File: config.mk
export PLATFORM = sky130hd
export DESIGN_NAME = tpc_queue
export DESIGN_NICKNAME = d
export VERILOG_FILES = /design/src/hw/rtl/tpc_pkg.sv /design/src/hw/rtl/tpc_queue.sv
export SDC_FILE = /design/constraint.sdc
export NUM_CORES = 1
export LEC_CHECK = 0
export BUFFER_PORTS_ARGS = -buffer_cell sky130_fd_sc_hd__buf_2
export CORE_AREA = 2 2 380 382
export DETAILED_ROUTE_END_ITERATION = 16
export DIE_AREA = 0 0 382 384
export GPL_ROUTABILITY_DRIVEN = 0
export PLACE_DENSITY = 0.82
export SLEW_MARGIN = 20
export SYNTH_ARGS = -nofsm -noshare
export SYNTH_HDL_FRONTEND = slang
export SYNTH_SLANG_ARGS = --single-unit
File: constraint.sdc
create_clock -name clk -period 29.6 [get_ports clk]
set_clock_uncertainty 0.15 [all_clocks]
set_input_delay 4.44 -clock clk [delete_from_list [all_inputs] [get_ports clk]]
set_output_delay 4.44 -clock clk [all_outputs]
set_load 0.03 [all_outputs]
File: src/hw/rtl/tpc_pkg.sv
package tpc_pkg;

    // fixed widths of the datapath
    localparam int COORD_W    = 32;
    localparam int DIFF_W     = COORD_W + 1;
    localparam int PROD_W     = COORD_W + DIFF_W;
    localparam int DIST_W     = PROD_W + 1;
    localparam int DEN_W      = DIST_W;
    localparam int MAG_W      = COORD_W;
    localparam int NUM_W      = DEN_W + MAG_W - 1;
    localparam int CHUNK_W    = 22;
    localparam int NUM_CHUNKS = 3;
    localparam int CNT_W      = $clog2(MAG_W);
    localparam int CFG_IDX_W  = 3;

    localparam int TPC_QUEUE_DEPTH = 4;

    localparam logic signed [COORD_W-1:0] NORMAL_Z_RESET = 32'sd65536;

    // configuration register indexes
    typedef enum logic [CFG_IDX_W-1:0] {
        CFG_NORMAL_X = 3'd0,
        CFG_NORMAL_Y = 3'd1,
        CFG_NORMAL_Z = 3'd2,
        CFG_POINT_X  = 3'd3,
        CFG_POINT_Y  = 3'd4,
        CFG_POINT_Z  = 3'd5
    } cfg_idx_t;

    typedef logic signed [COORD_W-1:0] coord_t;
    typedef logic signed [DIST_W-1:0]  dist_t;

    typedef struct packed {
        coord_t x;
        coord_t y;
        coord_t z;
    } vec_t;

    typedef vec_t  [2:0] vtx3_t;
    typedef dist_t [2:0] dist3_t;

    typedef struct packed {
        coord_t a_x;
        coord_t a_y;
        coord_t a_z;
        coord_t b_x;
        coord_t b_y;
        coord_t b_z;
        coord_t c_x;
        coord_t c_y;
        coord_t c_z;
    } tri_t;

    typedef struct packed {
        coord_t out_a_x;
        coord_t out_a_y;
        coord_t out_a_z;
        coord_t out_b_x;
        coord_t out_b_y;
        coord_t out_b_z;
        coord_t out_c_x;
        coord_t out_c_y;
        coord_t out_c_z;
        logic   last_of_run;
    } res_t;

    // classified triangle waiting for the back end
    typedef struct packed {
        vtx3_t      vtx;
        dist3_t     dists;
        logic [2:0] in_mask;
    } entry_t;

    typedef struct packed {
        logic full;
        logic empty;
    } q_stat_t;

    typedef enum logic [2:0] {
        BK_IDLE,
        BK_CROSS0,
        BK_CROSS1,
        BK_EMIT0,
        BK_EMIT1
    } back_state_t;

    typedef enum logic [1:0] {
        CX_IDLE,
        CX_MUL,
        CX_DIV,
        CX_FIN
    } cx_state_t;

    typedef enum logic [1:0] {
        OK_PASS,
        OK_ONE,
        OK_FIRST,
        OK_SECOND
    } out_kind_t;

    function automatic vtx3_t tri_to_vtx(tri_t t);
        vtx3_t v;
        v[0] = '{x: t.a_x, y: t.a_y, z: t.a_z};
        v[1] = '{x: t.b_x, y: t.b_y, z: t.b_z};
        v[2] = '{x: t.c_x, y: t.c_y, z: t.c_z};
        return v;
    endfunction

    function automatic res_t make_res(vec_t p, vec_t q, vec_t r, logic last);
        res_t o;
        o.out_a_x     = p.x;
        o.out_a_y     = p.y;
        o.out_a_z     = p.z;
        o.out_b_x     = q.x;
        o.out_b_y     = q.y;
        o.out_b_z     = q.z;
        o.out_c_x     = r.x;
        o.out_c_y     = r.y;
        o.out_c_z     = r.z;
        o.last_of_run = last;
        return o;
    endfunction

    function automatic logic [1:0] count3(logic [2:0] m);
        return 2'(m[0]) + 2'(m[1]) + 2'(m[2]);
    endfunction

    // index of the first (second when n is set) set bit, in A, B, C order
    function automatic logic [1:0] nth_idx(logic [2:0] m, logic n);
        logic [1:0] first;
        logic [1:0] second;
        first  = m[0] ? 2'd0 : (m[1] ? 2'd1 : 2'd2);
        second = (m[0] && m[1]) ? 2'd1 : 2'd2;
        return n ? second : first;
    endfunction

endpackage

File: src/hw/rtl/tpc_queue.sv
module tpc_queue #(
    parameter int DEPTH = tpc_pkg::TPC_QUEUE_DEPTH
) (
    input  logic              clk,
    input  logic              rst_n,
    input  logic              push,
    input  tpc_pkg::entry_t   push_entry,
    input  logic              pop,
    output tpc_pkg::entry_t   head,
    output tpc_pkg::q_stat_t  q_stat
);
    import tpc_pkg::*;

    localparam int PTR_W = $clog2(DEPTH);
    localparam int CNT_W = $clog2(DEPTH + 1);

    entry_t             mem_reg [DEPTH];
    logic [PTR_W-1:0]   wr_ptr_reg;
    logic [PTR_W-1:0]   rd_ptr_reg;
    logic [CNT_W-1:0]   count_reg;

    function automatic logic [PTR_W-1:0] bump(logic [PTR_W-1:0] p);
        return (p == PTR_W'(DEPTH - 1)) ? '0 : p + 1'b1;
    endfunction

    assign head         = mem_reg[rd_ptr_reg];
    assign q_stat.full  = (count_reg == CNT_W'(DEPTH));
    assign q_stat.empty = (count_reg == '0);

    // storage
    always_ff @(posedge clk)
    begin
        if (push)
        begin
            mem_reg[wr_ptr_reg] <= push_entry;
        end
    end

    // pointers and fill count
    always_ff @(posedge clk or negedge rst_n)
    begin
        if (!rst_n)
        begin
            wr_ptr_reg <= '0;
            rd_ptr_reg <= '0;
            count_reg  <= '0;
        end
        else
        begin
            if (push)
            begin
                wr_ptr_reg <= bump(wr_ptr_reg);
            end
            if (pop)
            begin
                rd_ptr_reg <= bump(rd_ptr_reg);
            end
            if (push && !pop)
            begin
                count_reg <= count_reg + 1'b1;
            end
            else if (pop && !push)
            begin
                count_reg <= count_reg - 1'b1;
            end
        end
    end

endmodule

==> flow_summary_export.csv <==
group,metric,value,unit
drt,vias,34643,
setup_path,endpoint_kind,"output pin",
clocking,cts.path.max_buffers,3,
layout,num-fill-cells,9346,
timing,rsz0062_at_grt,"no",
layout,largest_reg_flops,1956,
floorplan,fp.dieH,384,um
layout,design_area,0.0860,mm^2
power_and_ir_drop,power.leakage,30.3,nW
power_and_ir_drop,power_density,106,mW/mm^2
synthesis,ys_seq_area_frac,0.808,
placed_design,dp_slack,19.95,ns
grt,overflow,0,
placed_design,dp_hpwl,104000,um
floorplan,dieArea,0.147,mm^2
hold_path,hold_path.class,"reg2reg",
drt,first_pass_iters,7,
drt,wl,181000,um
timing,setup_viol,0,
timing,tns,0,ns
clocking,cts_tree,"built",
drt,first_iter_violations,3295,
clocking,clock-sinks,1963,
drt,post_drt_wl_per_cell,31.1,um
synthesis,yosysWarnings,0,
clocking,clock_tree.root_cell,"clkbuf_16",
synthesis,syn_avg_cell_area,28.1,um^2
timing,max_freq,95.7,MHz
layout,regArea,0.0589,mm^2
synthesis,yosys.cell_types.count,21,
status,outcome,"finished clean",
grt,grt_antenna_before_repair,109,
synthesis,yosysTopAreaCell,"edfxtp_1",
drt,drt-vias-per-instance,5.94,
clocking,cts_setup_buffers,0,
floorplan,die_w,382,um
timing,slew_viol_final,0,
synthesis,synthMuxAreaShare,0.177,
setup_path,critPathMostFrequentCell,"buf_4",
drt,postRouteAntennaNets,0,
synthesis,synth_xor_area_frac,0.000360,
clocking,numCtsBuffers,186,
synthesis,yosys.area_share.simple,0.000772,
layout,drive_above_1_share,0.336,
power_and_ir_drop,power_frac_comb,0.328,
layout,fin_nets,4193,
setup_path,cp.arrival,5.85,ns
floorplan,boundaryPins,984,
synthesis,synth_top_family_by_area,"multiplexers",
setup_path,critPathMaxStageDelay,0.92,ns
layout,syn2layout_area_growth,18.0,%
timing,period_share,0.353,
clocking,cts-hold-fix-buffers,0,
timing,hold_violations,0,
grt,grt_pass1_wl,249000,um
timing,fin_crit,10.44,ns
clocking,clkTransAtPathRegs,0.06,ns
power_and_ir_drop,switching_share,0.352,
timing,worstMarginPinSlew,1.16,ns
setup_path,worstSetupPathType,"reg2out",
clocking,htree_num_levels,4,
floorplan,rows,139,
synthesis,synth_top_area_frac,0.805,
grt,grt_pass1_vias,35339,
setup_path,required,25.01,ns
synthesis,yosys-top-cells-area,"edfxtp_1, mux4_1, buf_6, buf_2, dfrtp_1",
power_and_ir_drop,p_switching,3.19,mW
placed_design,place_area,0.0797,mm^2
synthesis,yosys_register_bits,1963,
clocking,post_cts_resized,0,
floorplan,core,0.143,mm^2
synthesis,netlist_instances,2592,
power_and_ir_drop,internal-power,5.89,mW
flow_run,max-cap-violations,0,
timing,finalWorstSetupSlack,19.16,ns
synthesis,synthesis.area,0.0729,mm^2
power_and_ir_drop,seq_power_share,0.407,
power_and_ir_drop,pwr-share-clk,0.265,
power_and_ir_drop,vdd_drop_max,92.8,uV
floorplan,initial_core_util,0.511,
grt,grt_max_degree,173,
placed_design,port_buffers,983,
setup_path,slowest_stage,"buf_4",
grt,grt_use_total,0.238,
synthesis,synth_compound_area_frac,0.000137,
layout,multi_input_comb_area,0.0131,mm^2
synthesis,yosys.area_share.adder,0.00130,
synthesis,syn_nets,3092,
setup_path,path_cells,"buf_4 > buf_4 > buf_4 > buf_4 > mux4_1 > buf_2",
setup_path,crit_fanout,61,
setup_path,start_kind,"flop",
drt,route.detailed.drc,0,
clocking,clk_latency,0.79,ns
timing,relSlewSlack,0.227,
==> path summary, 6_finish.rpt <==
path,startpoint,endpoint,slack [ns],depth (start not counted)
setup reg to reg,wr_ptr_reg[1],mem_reg[1][83],25.17,6
hold / removal,count_reg[2],count_reg[2],0.35,1
setup / recovery,rd_ptr_reg[0],head[204],19.16,6
hold reg to reg,count_reg[2],count_reg[2],0.35,1
min in group asynchronous,rst_n,rd_ptr_reg[0],3.33,1
max in group asynchronous,rst_n,rd_ptr_reg[1],25.75,1
==> area by class of cell <==
cell class | instances | share of cell area
well taps | 1903 | 0.0277
clock inverters | 108 | 0.0148
clock buffers | 232 | 0.0568
multi-input cells | 515 | 0.152
repair buffers | 1023 | 0.0614
inverters | 4 | 0.000175
flip-flops and latches | 1963 | 0.685
diodes | 83 | 0.00241
==> power by group through the flow <==
stage          combinational, mW  clock, mW  sequential (mW)
6_report                    2.98       2.40             3.70
5_1_grt                     3.07       2.53             3.73
4_1_cts                     2.98       2.44             3.70
3_5_place_dp                2.94          0             3.73
3_3_place_gp                2.91          0             3.69
2_1_floorplan               2.10          0             3.92
==> synth_stat cells <==
cell      count
clkbuf_1      4
fa_1          1
xnor2_1       1
nor3_1        1
nor2_1        3
inv_1         4
xor2_1        2
mux4_2        2
buf_4        10
ha_1          6
buf_6        50
o21ai_0       2
nor3b_1       1
buf_2        41
edfxtp_1   1956
buf_8         5
dfrtp_1       7
nand2_1       2
and2_1        4
mux2_2        3
mux4_1      487
==> kinds of logic after synthesis <==
logic type / Yosys count
buffers and inverters: 114
muxes: 492
AOI/OAI and AO/OA: 2
adders and majority gates: 7
and+or+nand+nor: 11
xor gates and xnor gates: 3
DFF: 1963
==> through the flow <==
stage / total power [mW] / utilization / instances / hold slack [ns]
4_1_cts: 9.12 / 0.601 / 5748 / 0.343
3_3_place_gp: 6.61 / 0.558 / 5408 / 0.329
2_1_floorplan: 6.02 / - / 2592 / 0.306
5_1_grt: 9.33 / 0.602 / 5810 / 0.364
3_5_place_dp: 6.67 / 0.558 / 5408 / 0.334
6_report: 9.08 / 0.603 / 5831 / 0.346
==> metal layers <==
metal / vias to the layer above / share of wire / global-route usage
met5: - / 0.0018 / 0.00390
met4: 46 / 0.058 / 0.144
met3: 499 / 0.094 / 0.0827
met2: 1932 / 0.52 / 0.400
met1: 18017 / 0.33 / 0.262
li1: 14149 / - / -
==> worst max-delay path: cells and delay by family, from the launching register on <==
family | cells | cell delay [ns]
buf+inv | 5 | 3.40
mux | 1 | 0.63
flops | 1 | 0.80
==> layout by cell type, fill, tap and decap left out, types with 4 or more instances in the layout <==
cell	instances
inv_1	4
buf_4	35
clkbuf_16	189
clkinv_2	28
and2_4	4
inv_6	5
diode_2	83
ha_1	6
dfrtp_1	5
edfxtp_1	1956
clkinv_1	38
clkinv_4	4
buf_12	5
bufinv_16	22
buf_2	983
mux4_1	487
clkinv_16	5
clkbuf_1	43
(Power assumes the default switching activity.)
