--- src/hw/rtl/tpc_pkg.sv ---
package tpc_pkg;

    // fixed widths of the datapath
    localparam int COORD_W    = 32;
    localparam int DIFF_W     = COORD_W + 1;
    localparam int PROD_W     = COORD_W + DIFF_W;
    localparam int DIST_W     = PROD_W + 1;
    localparam int DEN_W      = DIST_W;
    localparam int MAG_W      = COORD_W;
    localparam int NUM_W      = DEN_W + MAG_W - 1;
    localparam int CHUNK_W    = 22;
    localparam int NUM_CHUNKS = 3;
    localparam int CNT_W      = $clog2(MAG_W);
    localparam int CFG_IDX_W  = 3;

    localparam int TPC_QUEUE_DEPTH = 4;

    localparam logic signed [COORD_W-1:0] NORMAL_Z_RESET = 32'sd65536;

    // configuration register indexes
    typedef enum logic [CFG_IDX_W-1:0] {
        CFG_NORMAL_X = 3'd0,
        CFG_NORMAL_Y = 3'd1,
        CFG_NORMAL_Z = 3'd2,
        CFG_POINT_X  = 3'd3,
        CFG_POINT_Y  = 3'd4,
        CFG_POINT_Z  = 3'd5
    } cfg_idx_t;

    typedef logic signed [COORD_W-1:0] coord_t;
    typedef logic signed [DIST_W-1:0]  dist_t;

    typedef struct packed {
        coord_t x;
        coord_t y;
        coord_t z;
    } vec_t;

    typedef vec_t  [2:0] vtx3_t;
    typedef dist_t [2:0] dist3_t;

    typedef struct packed {
        coord_t a_x;
        coord_t a_y;
        coord_t a_z;
        coord_t b_x;
        coord_t b_y;
        coord_t b_z;
        coord_t c_x;
        coord_t c_y;
        coord_t c_z;
    } tri_t;

    typedef struct packed {
        coord_t out_a_x;
        coord_t out_a_y;
        coord_t out_a_z;
        coord_t out_b_x;
        coord_t out_b_y;
        coord_t out_b_z;
        coord_t out_c_x;
        coord_t out_c_y;
        coord_t out_c_z;
        logic   last_of_run;
    } res_t;

    // classified triangle waiting for the back end
    typedef struct packed {
        vtx3_t      vtx;
        dist3_t     dists;
        logic [2:0] in_mask;
    } entry_t;

    typedef struct packed {
        logic full;
        logic empty;
    } q_stat_t;

    typedef enum logic [2:0] {
        BK_IDLE,
        BK_CROSS0,
        BK_CROSS1,
        BK_EMIT0,
        BK_EMIT1
    } back_state_t;

    typedef enum logic [1:0] {
        CX_IDLE,
        CX_MUL,
        CX_DIV,
        CX_FIN
    } cx_state_t;

    typedef enum logic [1:0] {
        OK_PASS,
        OK_ONE,
        OK_FIRST,
        OK_SECOND
    } out_kind_t;

    function automatic vtx3_t tri_to_vtx(tri_t t);
        vtx3_t v;
        v[0] = '{x: t.a_x, y: t.a_y, z: t.a_z};
        v[1] = '{x: t.b_x, y: t.b_y, z: t.b_z};
        v[2] = '{x: t.c_x, y: t.c_y, z: t.c_z};
        return v;
    endfunction

    function automatic res_t make_res(vec_t p, vec_t q, vec_t r, logic last);
        res_t o;
        o.out_a_x     = p.x;
        o.out_a_y     = p.y;
        o.out_a_z     = p.z;
        o.out_b_x     = q.x;
        o.out_b_y     = q.y;
        o.out_b_z     = q.z;
        o.out_c_x     = r.x;
        o.out_c_y     = r.y;
        o.out_c_z     = r.z;
        o.last_of_run = last;
        return o;
    endfunction

    function automatic logic [1:0] count3(logic [2:0] m);
        return 2'(m[0]) + 2'(m[1]) + 2'(m[2]);
    endfunction

    // index of the first (second when n is set) set bit, in A, B, C order
    function automatic logic [1:0] nth_idx(logic [2:0] m, logic n);
        logic [1:0] first;
        logic [1:0] second;
        first  = m[0] ? 2'd0 : (m[1] ? 2'd1 : 2'd2);
        second = (m[0] && m[1]) ? 2'd1 : 2'd2;
        return n ? second : first;
    endfunction

endpackage

--- src/hw/rtl/tpc_stream_if.sv ---
interface tpc_stream_if #(
    parameter type payload_t = logic
);
    logic     valid;
    logic     ready;
    payload_t data;

    modport source (output valid, output data, input ready);
    modport sink   (input valid, input data, output ready);
endinterface

--- src/hw/rtl/tpc_cross.sv ---
module tpc_cross (
    input  logic                        clk,
    input  logic                        rst_n,
    input  logic                        start,
    input  tpc_pkg::coord_t             a_c,
    input  tpc_pkg::coord_t             b_c,
    input  tpc_pkg::dist_t              da,
    input  logic [tpc_pkg::DEN_W-1:0]   den,
    output logic                        done,
    output tpc_pkg::coord_t             result
);
    import tpc_pkg::*;

    localparam int MULT_W = CHUNK_W * NUM_CHUNKS;
    localparam int PP_W   = CHUNK_W + MAG_W;

    cx_state_t                 state_reg;
    cx_state_t                 state_next;
    logic [CNT_W-1:0]          cnt_reg;
    logic [MULT_W-1:0]         da_reg;
    logic [MAG_W-1:0]          mag_reg;
    logic                      neg_reg;
    coord_t                    a_reg;
    logic [NUM_W-1:0]          num_reg;
    logic [NUM_W-1:0]          dsh_reg;
    logic [MAG_W-1:0]          q_reg;

    logic                      can_start;
    logic signed [DIFF_W-1:0]  diff;
    logic [PP_W-1:0]           pp;
    logic [NUM_W:0]            sub;
    logic                      fits;
    logic signed [COORD_W+1:0] aext;
    logic signed [COORD_W+1:0] qext;
    logic signed [COORD_W+1:0] sum;

    assign can_start = (state_reg == CX_IDLE) || (state_reg == CX_FIN);
    assign diff      = DIFF_W'(b_c) - DIFF_W'(a_c);
    assign pp        = PP_W'(da_reg[MULT_W-1 -: CHUNK_W]) * PP_W'(mag_reg);
    assign sub       = {1'b0, num_reg} - {1'b0, dsh_reg};
    assign fits      = !sub[NUM_W];

    // next state
    always_comb
    begin
        state_next = state_reg;
        case (state_reg)
            CX_IDLE:
            begin
                if (start)
                begin
                    state_next = CX_MUL;
                end
            end
            CX_MUL:
            begin
                if (cnt_reg == CNT_W'(NUM_CHUNKS - 1))
                begin
                    state_next = CX_DIV;
                end
            end
            CX_DIV:
            begin
                if (cnt_reg == CNT_W'(MAG_W - 1))
                begin
                    state_next = CX_FIN;
                end
            end
            CX_FIN:
            begin
                state_next = start ? CX_MUL : CX_IDLE;
            end
            default: state_next = CX_IDLE;
        endcase
    end

    // final add and clamp
    always_comb
    begin
        aext = (COORD_W + 2)'(a_reg);
        qext = $signed({2'b00, q_reg});
        sum  = neg_reg ? aext - qext : aext + qext;
        if ((sum[COORD_W+1:COORD_W-1] == 3'b000) || (sum[COORD_W+1:COORD_W-1] == 3'b111))
        begin
            result = sum[COORD_W-1:0];
        end
        else if (sum[COORD_W+1])
        begin
            result = {1'b1, {(COORD_W - 1){1'b0}}};
        end
        else
        begin
            result = {1'b0, {(COORD_W - 1){1'b1}}};
        end
        done = (state_reg == CX_FIN);
    end

    // control
    always_ff @(posedge clk or negedge rst_n)
    begin
        if (!rst_n)
        begin
            state_reg <= CX_IDLE;
            cnt_reg   <= '0;
        end
        else
        begin
            state_reg <= state_next;
            if (start && can_start)
            begin
                cnt_reg <= '0;
            end
            else if (state_reg == CX_MUL && cnt_reg == CNT_W'(NUM_CHUNKS - 1))
            begin
                cnt_reg <= '0;
            end
            else if (state_reg == CX_MUL || state_reg == CX_DIV)
            begin
                cnt_reg <= cnt_reg + 1'b1;
            end
        end
    end

    // multiply by chunks from the top, then restoring divide
    always_ff @(posedge clk)
    begin
        if (start && can_start)
        begin
            a_reg   <= a_c;
            neg_reg <= diff[DIFF_W-1];
            mag_reg <= MAG_W'(diff[DIFF_W-1] ? -diff : diff);
            da_reg  <= MULT_W'(da[DIST_W-2:0]);
            num_reg <= '0;
            dsh_reg <= NUM_W'(den) << (MAG_W - 1);
            q_reg   <= '0;
        end
        else if (state_reg == CX_MUL)
        begin
            num_reg <= (num_reg << CHUNK_W) + NUM_W'(pp);
            da_reg  <= da_reg << CHUNK_W;
        end
        else if (state_reg == CX_DIV)
        begin
            if (fits)
            begin
                num_reg <= sub[NUM_W-1:0];
            end
            q_reg   <= {q_reg[MAG_W-2:0], fits};
            dsh_reg <= dsh_reg >> 1;
        end
    end

endmodule

--- src/hw/rtl/tpc_back.sv ---
module tpc_back (
    input  logic              clk,
    input  logic              rst_n,
    input  tpc_pkg::entry_t   head,
    input  tpc_pkg::q_stat_t  q_stat,
    output logic              pop,
    tpc_stream_if.source      res_out
);
    import tpc_pkg::*;

    back_state_t  state_reg;
    back_state_t  state_next;
    entry_t       wk_reg;
    vec_t         x0_reg;
    vec_t         x1_reg;
    logic         out_valid_reg;
    res_t         out_data_reg;

    logic         out_free;
    logic [1:0]   head_n;
    logic         start;
    logic         wk_load;
    logic         x0_load;
    logic         x1_load;
    logic         out_load;
    out_kind_t    out_kind;

    entry_t       src;
    logic [1:0]   src_n;
    logic [1:0]   ia;
    logic [1:0]   ob;
    vec_t         av;
    vec_t         bv;
    dist_t        da_s;
    dist_t        db_s;
    logic [DEN_W-1:0] den;
    logic [2:0]   cdone;
    vec_t         xr;

    logic [1:0]   wk_n;
    logic [1:0]   w_ins0;
    logic [1:0]   w_ins1;
    res_t         out_next;

    assign out_free = !out_valid_reg || res_out.ready;
    assign head_n   = count3(head.in_mask);
    assign wk_n     = count3(wk_reg.in_mask);
    assign w_ins0   = nth_idx(wk_reg.in_mask, 1'b0);
    assign w_ins1   = nth_idx(wk_reg.in_mask, 1'b1);

    // crossing endpoints: first crossing from the queue head, second from the held item
    always_comb
    begin
        src   = (state_reg == BK_IDLE) ? head : wk_reg;
        src_n = count3(src.in_mask);
        if (state_reg != BK_IDLE && src_n == 2'd2)
        begin
            ia = nth_idx(src.in_mask, 1'b1);
        end
        else
        begin
            ia = nth_idx(src.in_mask, 1'b0);
        end
        if (state_reg != BK_IDLE && src_n == 2'd1)
        begin
            ob = nth_idx(~src.in_mask, 1'b1);
        end
        else
        begin
            ob = nth_idx(~src.in_mask, 1'b0);
        end
        av   = src.vtx[ia];
        bv   = src.vtx[ob];
        da_s = src.dists[ia];
        db_s = src.dists[ob];
        den  = DEN_W'(da_s - db_s);
    end

    // one crossing unit per coordinate
    tpc_cross u_cross_x (
        .clk(clk), .rst_n(rst_n), .start(start), .a_c(av.x), .b_c(bv.x),
        .da(da_s), .den(den), .done(cdone[0]), .result(xr.x)
    );
    tpc_cross u_cross_y (
        .clk(clk), .rst_n(rst_n), .start(start), .a_c(av.y), .b_c(bv.y),
        .da(da_s), .den(den), .done(cdone[1]), .result(xr.y)
    );
    tpc_cross u_cross_z (
        .clk(clk), .rst_n(rst_n), .start(start), .a_c(av.z), .b_c(bv.z),
        .da(da_s), .den(den), .done(cdone[2]), .result(xr.z)
    );

    // next state
    always_comb
    begin
        state_next = state_reg;
        case (state_reg)
            BK_IDLE:
            begin
                if (!q_stat.empty && (head_n == 2'd1 || head_n == 2'd2))
                begin
                    state_next = BK_CROSS0;
                end
            end
            BK_CROSS0:
            begin
                if (cdone[0])
                begin
                    state_next = BK_CROSS1;
                end
            end
            BK_CROSS1:
            begin
                if (cdone[0])
                begin
                    state_next = BK_EMIT0;
                end
            end
            BK_EMIT0:
            begin
                if (out_free)
                begin
                    state_next = (wk_n == 2'd2) ? BK_EMIT1 : BK_IDLE;
                end
            end
            BK_EMIT1:
            begin
                if (out_free)
                begin
                    state_next = BK_IDLE;
                end
            end
            default: state_next = BK_IDLE;
        endcase
    end

    // sequencer outputs
    always_comb
    begin
        pop      = 1'b0;
        start    = 1'b0;
        wk_load  = 1'b0;
        x0_load  = 1'b0;
        x1_load  = 1'b0;
        out_load = 1'b0;
        out_kind = OK_PASS;
        case (state_reg)
            BK_IDLE:
            begin
                if (!q_stat.empty)
                begin
                    case (head_n)
                        2'd0:
                        begin
                            pop = 1'b1;
                        end
                        2'd3:
                        begin
                            pop      = out_free;
                            out_load = out_free;
                        end
                        default:
                        begin
                            pop     = 1'b1;
                            start   = 1'b1;
                            wk_load = 1'b1;
                        end
                    endcase
                end
            end
            BK_CROSS0:
            begin
                x0_load = cdone[0];
                start   = cdone[0];
            end
            BK_CROSS1:
            begin
                x1_load = cdone[0];
            end
            BK_EMIT0:
            begin
                out_load = out_free;
                out_kind = (wk_n == 2'd2) ? OK_FIRST : OK_ONE;
            end
            BK_EMIT1:
            begin
                out_load = out_free;
                out_kind = OK_SECOND;
            end
            default: ;
        endcase
    end

    // result triangle select
    always_comb
    begin
        case (out_kind)
            OK_PASS:   out_next = make_res(head.vtx[0], head.vtx[1], head.vtx[2], 1'b1);
            OK_ONE:    out_next = make_res(wk_reg.vtx[w_ins0], x0_reg, x1_reg, 1'b1);
            OK_FIRST:  out_next = make_res(wk_reg.vtx[w_ins0], wk_reg.vtx[w_ins1], x0_reg, 1'b0);
            OK_SECOND: out_next = make_res(wk_reg.vtx[w_ins1], x0_reg, x1_reg, 1'b1);
            default:   out_next = make_res(head.vtx[0], head.vtx[1], head.vtx[2], 1'b1);
        endcase
    end

    assign res_out.valid = out_valid_reg;
    assign res_out.data  = out_data_reg;

    // control
    always_ff @(posedge clk or negedge rst_n)
    begin
        if (!rst_n)
        begin
            state_reg     <= BK_IDLE;
            out_valid_reg <= 1'b0;
        end
        else
        begin
            state_reg <= state_next;
            if (out_load)
            begin
                out_valid_reg <= 1'b1;
            end
            else if (res_out.ready)
            begin
                out_valid_reg <= 1'b0;
            end
        end
    end

    // held item, crossings and output register
    always_ff @(posedge clk)
    begin
        if (wk_load)
        begin
            wk_reg <= head;
        end
        if (x0_load)
        begin
            x0_reg <= xr;
        end
        if (x1_load)
        begin
            x1_reg <= xr;
        end
        if (out_load)
        begin
            out_data_reg <= out_next;
        end
    end

endmodule

--- src/flat_wrapper.sv ---
// flat-port wrapper written by rule: the top's interface ports become plain ports
module tpc_back_flat import tpc_pkg::*;
  (clk, rst_n, head, q_stat, pop, res_out_valid, res_out_data, res_out_ready);
  tpc_stream_if res_out_i ();
  input  logic clk;
  input  logic rst_n;
  input  tpc_pkg::entry_t head;
  input  tpc_pkg::q_stat_t q_stat;
  output logic pop;
  output wire logic [$bits(res_out_i.valid)-1:0] res_out_valid;
  output wire logic [$bits(res_out_i.data)-1:0] res_out_data;
  input wire logic [$bits(res_out_i.ready)-1:0] res_out_ready;
  assign res_out_valid = res_out_i.valid;
  assign res_out_data = res_out_i.data;
  assign res_out_i.ready = res_out_ready;
  tpc_back u_core (.clk(clk), .rst_n(rst_n), .head(head), .q_stat(q_stat), .pop(pop), .res_out(res_out_i));
endmodule
--- config.mk ---
export PLATFORM = sky130hd
export DESIGN_NAME = tpc_back_flat
export DESIGN_NICKNAME = d
export VERILOG_FILES = /design/src/hw/rtl/tpc_pkg.sv /design/src/hw/rtl/tpc_stream_if.sv /design/src/hw/rtl/tpc_cross.sv /design/src/hw/rtl/tpc_back.sv /design/src/flat_wrapper.sv
export SDC_FILE = /design/constraint.sdc
export NUM_CORES = 1
export LEC_CHECK = 0
export BUFFER_PORTS_ARGS = -buffer_cell sky130_fd_sc_hd__buf_2
export CAP_MARGIN = 20
export CORE_AREA = 10 10 184 186
export CTS_CLUSTER_DIAMETER = 120
export DETAILED_ROUTE_END_ITERATION = 10
export DIE_AREA = 0 0 194 196
export SETUP_SLACK_MARGIN = 0.02
export SLEW_MARGIN = 5
export SYNTH_ARGS = -nofsm -noshare
export SYNTH_HDL_FRONTEND = slang
export SYNTH_SLANG_ARGS = --single-unit
--- constraint.sdc ---
create_clock -name clk -period 1.5 [get_ports clk]
set_input_delay 0.075 -clock clk [delete_from_list [all_inputs] [get_ports clk]]
set_output_delay 0.075 -clock clk [all_outputs]
set_load 0.02 [all_outputs]
==> flow_metrics.py, run 1 <==
metrics = {
    "cells_and_area": {
        "largest_reg_flops": 5,
        "n_antenna_cell": 0,
        "syn2layout_area_growth_pct": 91.1,
        "stdcell_area_um2": 1860,
        "drive_above_1_share": 0.409,
        "num-nets-final": 638,
        "postLayoutCoreUtil": 0.0615,
    },
    "yosys": {
        "yosysUniqueCellTypes": 35,
        "synthFlopType": "dfrtp_1",
        "synth_seq_cells": 15,
        "synth_edf_count": 4,
        "synth-seq-area-share": 0.406,
        "synthTopCellsByArea": "dfrtp_1 (28%), edfxtp_1 (12%), ha_1 (12%)",
        "synth_nets": 604,
        "syn-cell-area_um2": 973,
        "yosysMostFrequentCell": "inv_1",
        "yosysWarnings": 0,
        "avgSynthCellArea_um2": 9.83,
        "synth.top_cell.area_share": 0.283,
        "synth_area_leader_cell": "dfrtp_1",
        "async_flop_share": 0.733,
        "netlist_instances": 99,
        "ys_top_cells_by_count": "inv_1 (14), dfrtp_1 (11), ha_1 (9)",
    },
    "placement": {
        "port_buffers": 9,
        "dp_hpwl_um": 2350,
        "postPlaceCellArea_um2": 1670,
        "gp_congestion": 0.690,
    },
    "detailed_routing": {
        "drc": 0,
        "ant_nets": 0,
        "wl_per_cell_um": 5.60,
        "dr.pass1.iters": 4,
        "drt-initial-drc-count": 99,
        "via_count": 813,
        "routed_wl_um": 2960,
        "vias_per_cell": 1.54,
    },
    "die": {
        "die-area_um2": 38000,
        "die_width_um": 194,
        "boundaryPins": 497,
        "design.core.area_um2": 30300,
        "rows": 64,
        "initial_core_util": 0.0322,
        "die_height_um": 196,
    },
    "power": {
        "peakVddDrop_uv": 595,
        "pwr_density_cell_nw_per_um2": 1530,
        "p_leak_nw": 0.671,
    },
    "critical_path": {
        "endpoint_kind": "register",
        "critPathRequiredTime_ns": 1.64,
        "r2r_setup_slack_ns": -0.20,
        "path_cells": "buf_8 > inv_8 > fa_1 > inv_2 > ha_4 > or3b_1 > a21o_1 > and2_4 > a22o_1",
        "crit_type": "in2reg",
        "worst_ep_arrival_time_ns": 1.89,
        "critical-path-max-stage-delay_ns": 0.54,
        "r2r_cells": 4,
        "worst-path-buf-inv": 3,
        "worstReg2RegStart": "u_core.state_reg[1]",
        "worstSetupStartpointType": "input port",
        "cp_slowest_cell": "fa_1",
        "critical_path.reg2reg.endpoint": "u_core.u_cross_x.state_reg[1]",
        "cp_top_family": "adder cells",
        "path_max_fanout": 2,
    },
    "clock_network": {
        "tritoncts": "done",
        "cts_buffers": 3,
        "clk_pin_slew_ns": 0.05,
        "clock_path_buffers": 2,
        "cts.sinks": 15,
        "root_buffer": "clkbuf_16",
        "h-tree-depth": 1,
        "clk_latency_ns": 0.25,
    },
    "timing": {
        "final.period_utilization": 1.17,
        "fin_crit_ns": 1.76,
        "slew_viol_final": 0,
        "final_hold_viol_count": 0,
        "relSlewSlack": 0.678,
        "skew_ns": 0.00348,
        "rsz0062_at_grt": "true",
        "hold_slack_ns": 0.0226,
        "setup_viol": 10,
        "setup_slack_ns": -0.255,
        "tightest_slew_ns": 0.482,
        "fmax_mhz": 570,
    },
    "hold_path": {
        "hold_class": "in2reg",
        "hold_path_end": "u_core.wk_reg[0]",
        "min_path_cells": 1,
        "holdCritStartpoint": "head[0]",
    },
    "global_route": {
        "grt_pass1_wl_um": 4770,
        "track_usage": 0.0154,
        "antenna_found_initial": 0,
        "gr-total-overflow": 0,
        "grt_pass1_vias": 889,
        "grt_max_degree": 12,
    },
    "status": {
        "violations": "negative setup slack",
        "outcome": "finished with violations",
    },
    "job": {
        "cap_violations": 0,
    },
}
worst register-to-register path, cell delays in order (launching register included):
cell and delay [ns]:
dfrtp_1 0.38, or4_4 0.60, o221ai_2 0.22, and3_4 0.23, mux2i_1 0.19
worst max-delay path by stage:
stage            start                          end  slack (ns)  depth (start not counted)
2_1_floorplan  head[2]  u_core.u_cross_x.cnt_reg[3]       -0.38                          8
3_3_place_gp   head[2]  u_core.u_cross_x.cnt_reg[2]       -0.56                         10
3_5_place_dp   head[2]  u_core.u_cross_x.cnt_reg[2]       -0.59                         10
5_1_grt        head[2]  u_core.u_cross_x.cnt_reg[3]       -0.32                          9
4_1_cts        head[0]  u_core.u_cross_x.cnt_reg[2]       -0.29                         10
6_report       head[2]  u_core.u_cross_x.cnt_reg[3]       -0.26                          9
cells in the final DEF (no fill, tap or decap), drive strengths merged, types with 2 or more instances in the layout:
cell,count
buf,30
inv,14
edfxtp,4
nand2,5
a21oi,8
nand2b,6
a211oi,2
o21ai,2
dfrtp,11
nor2,8
or3b,2
and3,2
fa,2
ha,9
nand3,4
clkbuf,3
and2,2
timing repair:
item                                    in CTS  in global routing
buffers inserted                             1                  1
resized for setup                           16                 10
hold buffers                                 1                  0
pin swaps                                    3                  6
endpoints found under the setup margin      14                 14
hold endpoints to repair                    11                  0
cell type report:
cell class | instances | area (um2)
multi-input combinational | 68 | 577
sequential | 15 | 395
clock inverter | 1 | 5.00
clock buffer | 3 | 75.1
inverter | 14 | 62.6
fill | 3576 | 28400
timing repair buffer | 31 | 250
tap | 396 | 495
power breakdown:
| group | internal (mW) | total [mW] | switching [mW] |
|---|---|---|---|
| registers | 0.571 | 0.686 | 0.115 |
| logic | 0.812 | 1.62 | 0.809 |
| clock network | 0.357 | 0.534 | 0.177 |
per-layer routing:
layer,vias up,GRT usage,wire [um]
met5,-,0,0
met4,0,0.00513,31
met3,4,0.00375,82
met2,10,0.0273,1590
met1,396,0.0178,1250
li1,403,-,-
logic make-up (layout without fill, tap and decap cells):
group	Yosys count	count (layout)	synth area share
AO/OA/AOI/OAI	20	20	0.143
XOR/XNOR	1	1	0.00900
adder cells (fa/ha/maj)	11	11	0.157
buffers and inverters	16	49	0.0707
flip-flops	15	15	0.406
multiplexers	1	1	0.0103
AND/OR/NAND/NOR	35	35	0.204
per-stage QoR:
| stage | power (mW) | cells | setup slack [ns] | TNS, ns |
|---|---|---|---|---|
| 2_1_floorplan | 1.57 | 99 | -0.384 | -1.45 |
| 3_3_place_gp | 2.09 | 522 | -0.562 | -4.94 |
| 3_5_place_dp | 2.11 | 522 | -0.594 | -5.36 |
| 4_1_cts | 2.79 | 527 | -0.286 | -1.76 |
| 5_1_grt | 3.07 | 528 | -0.325 | -2.29 |
| 6_report | 2.84 | 528 | -0.255 | -1.56 |
Power figures use the tool's default switching activity.
==> inputs of run 2 (changes only) <==
--- a/config.mk
+++ b/config.mk
@@ -7,12 +7,14 @@
 export LEC_CHECK = 0
 export BUFFER_PORTS_ARGS = -buffer_cell sky130_fd_sc_hd__buf_2
 export CAP_MARGIN = 20
-export CORE_AREA = 10 10 184 186
+export CORE_MARGIN = 10
+export CORE_UTILIZATION = 50
 export CTS_CLUSTER_DIAMETER = 120
 export DETAILED_ROUTE_END_ITERATION = 10
-export DIE_AREA = 0 0 194 196
+export PLACE_DENSITY = 0.71
 export SETUP_SLACK_MARGIN = 0.02
 export SLEW_MARGIN = 5
 export SYNTH_ARGS = -nofsm -noshare
 export SYNTH_HDL_FRONTEND = slang
+export SYNTH_HIERARCHICAL = 1
 export SYNTH_SLANG_ARGS = --single-unit
==> run 2 against run 1 <==
Synthesized cell count decreased by 2.0%. Area after synthesis decreased by 6.2%. The flow now stops in 3_2_place_iop.
==> flow_metrics.py, run 2 <==
metrics = {
    "status": {
        "outcome": "did not finish",
        "stop_stage": "3_2_place_iop",
        "first-error": "[ERROR PPL-0024] Number of IO pins (497) exceeds maximum number of available positions (216). Increase the die perimeter from 250.96um to 675.92um.",
    },
    "yosys": {
        "synth_nets": 602,
        "netlist_instances": 97,
        "avgSynthCellArea_um2": 9.42,
        "yosysWarnings": 6,
        "syn-cell-area_um2": 913,
    },
    "die": {
        "rows": 15,
        "die_width_um": 62.7,
        "die_height_um": 62.7,
        "initial_core_util": 0.529,
    },
}
==> inputs of run 3 (changes only) <==
--- a/config.mk
+++ b/config.mk
@@ -8,11 +8,9 @@
 export BUFFER_PORTS_ARGS = -buffer_cell sky130_fd_sc_hd__buf_2
 export CAP_MARGIN = 20
 export CORE_MARGIN = 10
-export CORE_UTILIZATION = 50
-export CTS_CLUSTER_DIAMETER = 120
+export CORE_UTILIZATION = 35
 export DETAILED_ROUTE_END_ITERATION = 10
-export PLACE_DENSITY = 0.71
-export SETUP_SLACK_MARGIN = 0.02
+export PLACE_DENSITY_LB_ADDON = 0.15
 export SLEW_MARGIN = 5
 export SYNTH_ARGS = -nofsm -noshare
 export SYNTH_HDL_FRONTEND = slang
==> constraint.sdc (replaced) <==
create_clock -name clk -period 2 [get_ports clk]
set_input_delay 0.1 -clock clk [delete_from_list [all_inputs] [get_ports clk]]
set_output_delay 0.1 -clock clk [all_outputs]
set_load 0.02 [all_outputs]
==> run 3 against run 2 <==
The run again fails in 3_2_place_iop. Synthesized cell count unchanged. Area after synthesis is the same.
==> flow_metrics.py, run 3 <==
metrics = {
    "status": {
        "outcome": "did not finish",
        "stop_stage": "3_2_place_iop",
        "first-error": "[ERROR PPL-0024] Number of IO pins (497) exceeds maximum number of available positions (246). Increase the die perimeter from 284.34um to 675.92um.",
    },
    "die": {
        "rows": 18,
        "die_width_um": 71.1,
        "initial_core_util": 0.369,
        "die_height_um": 71.1,
    },
    "yosys": {
        "syn-cell-area_um2": 913,
        "netlist_instances": 97,
        "synth_nets": 602,
        "avgSynthCellArea_um2": 9.42,
        "yosysWarnings": 6,
    },
}
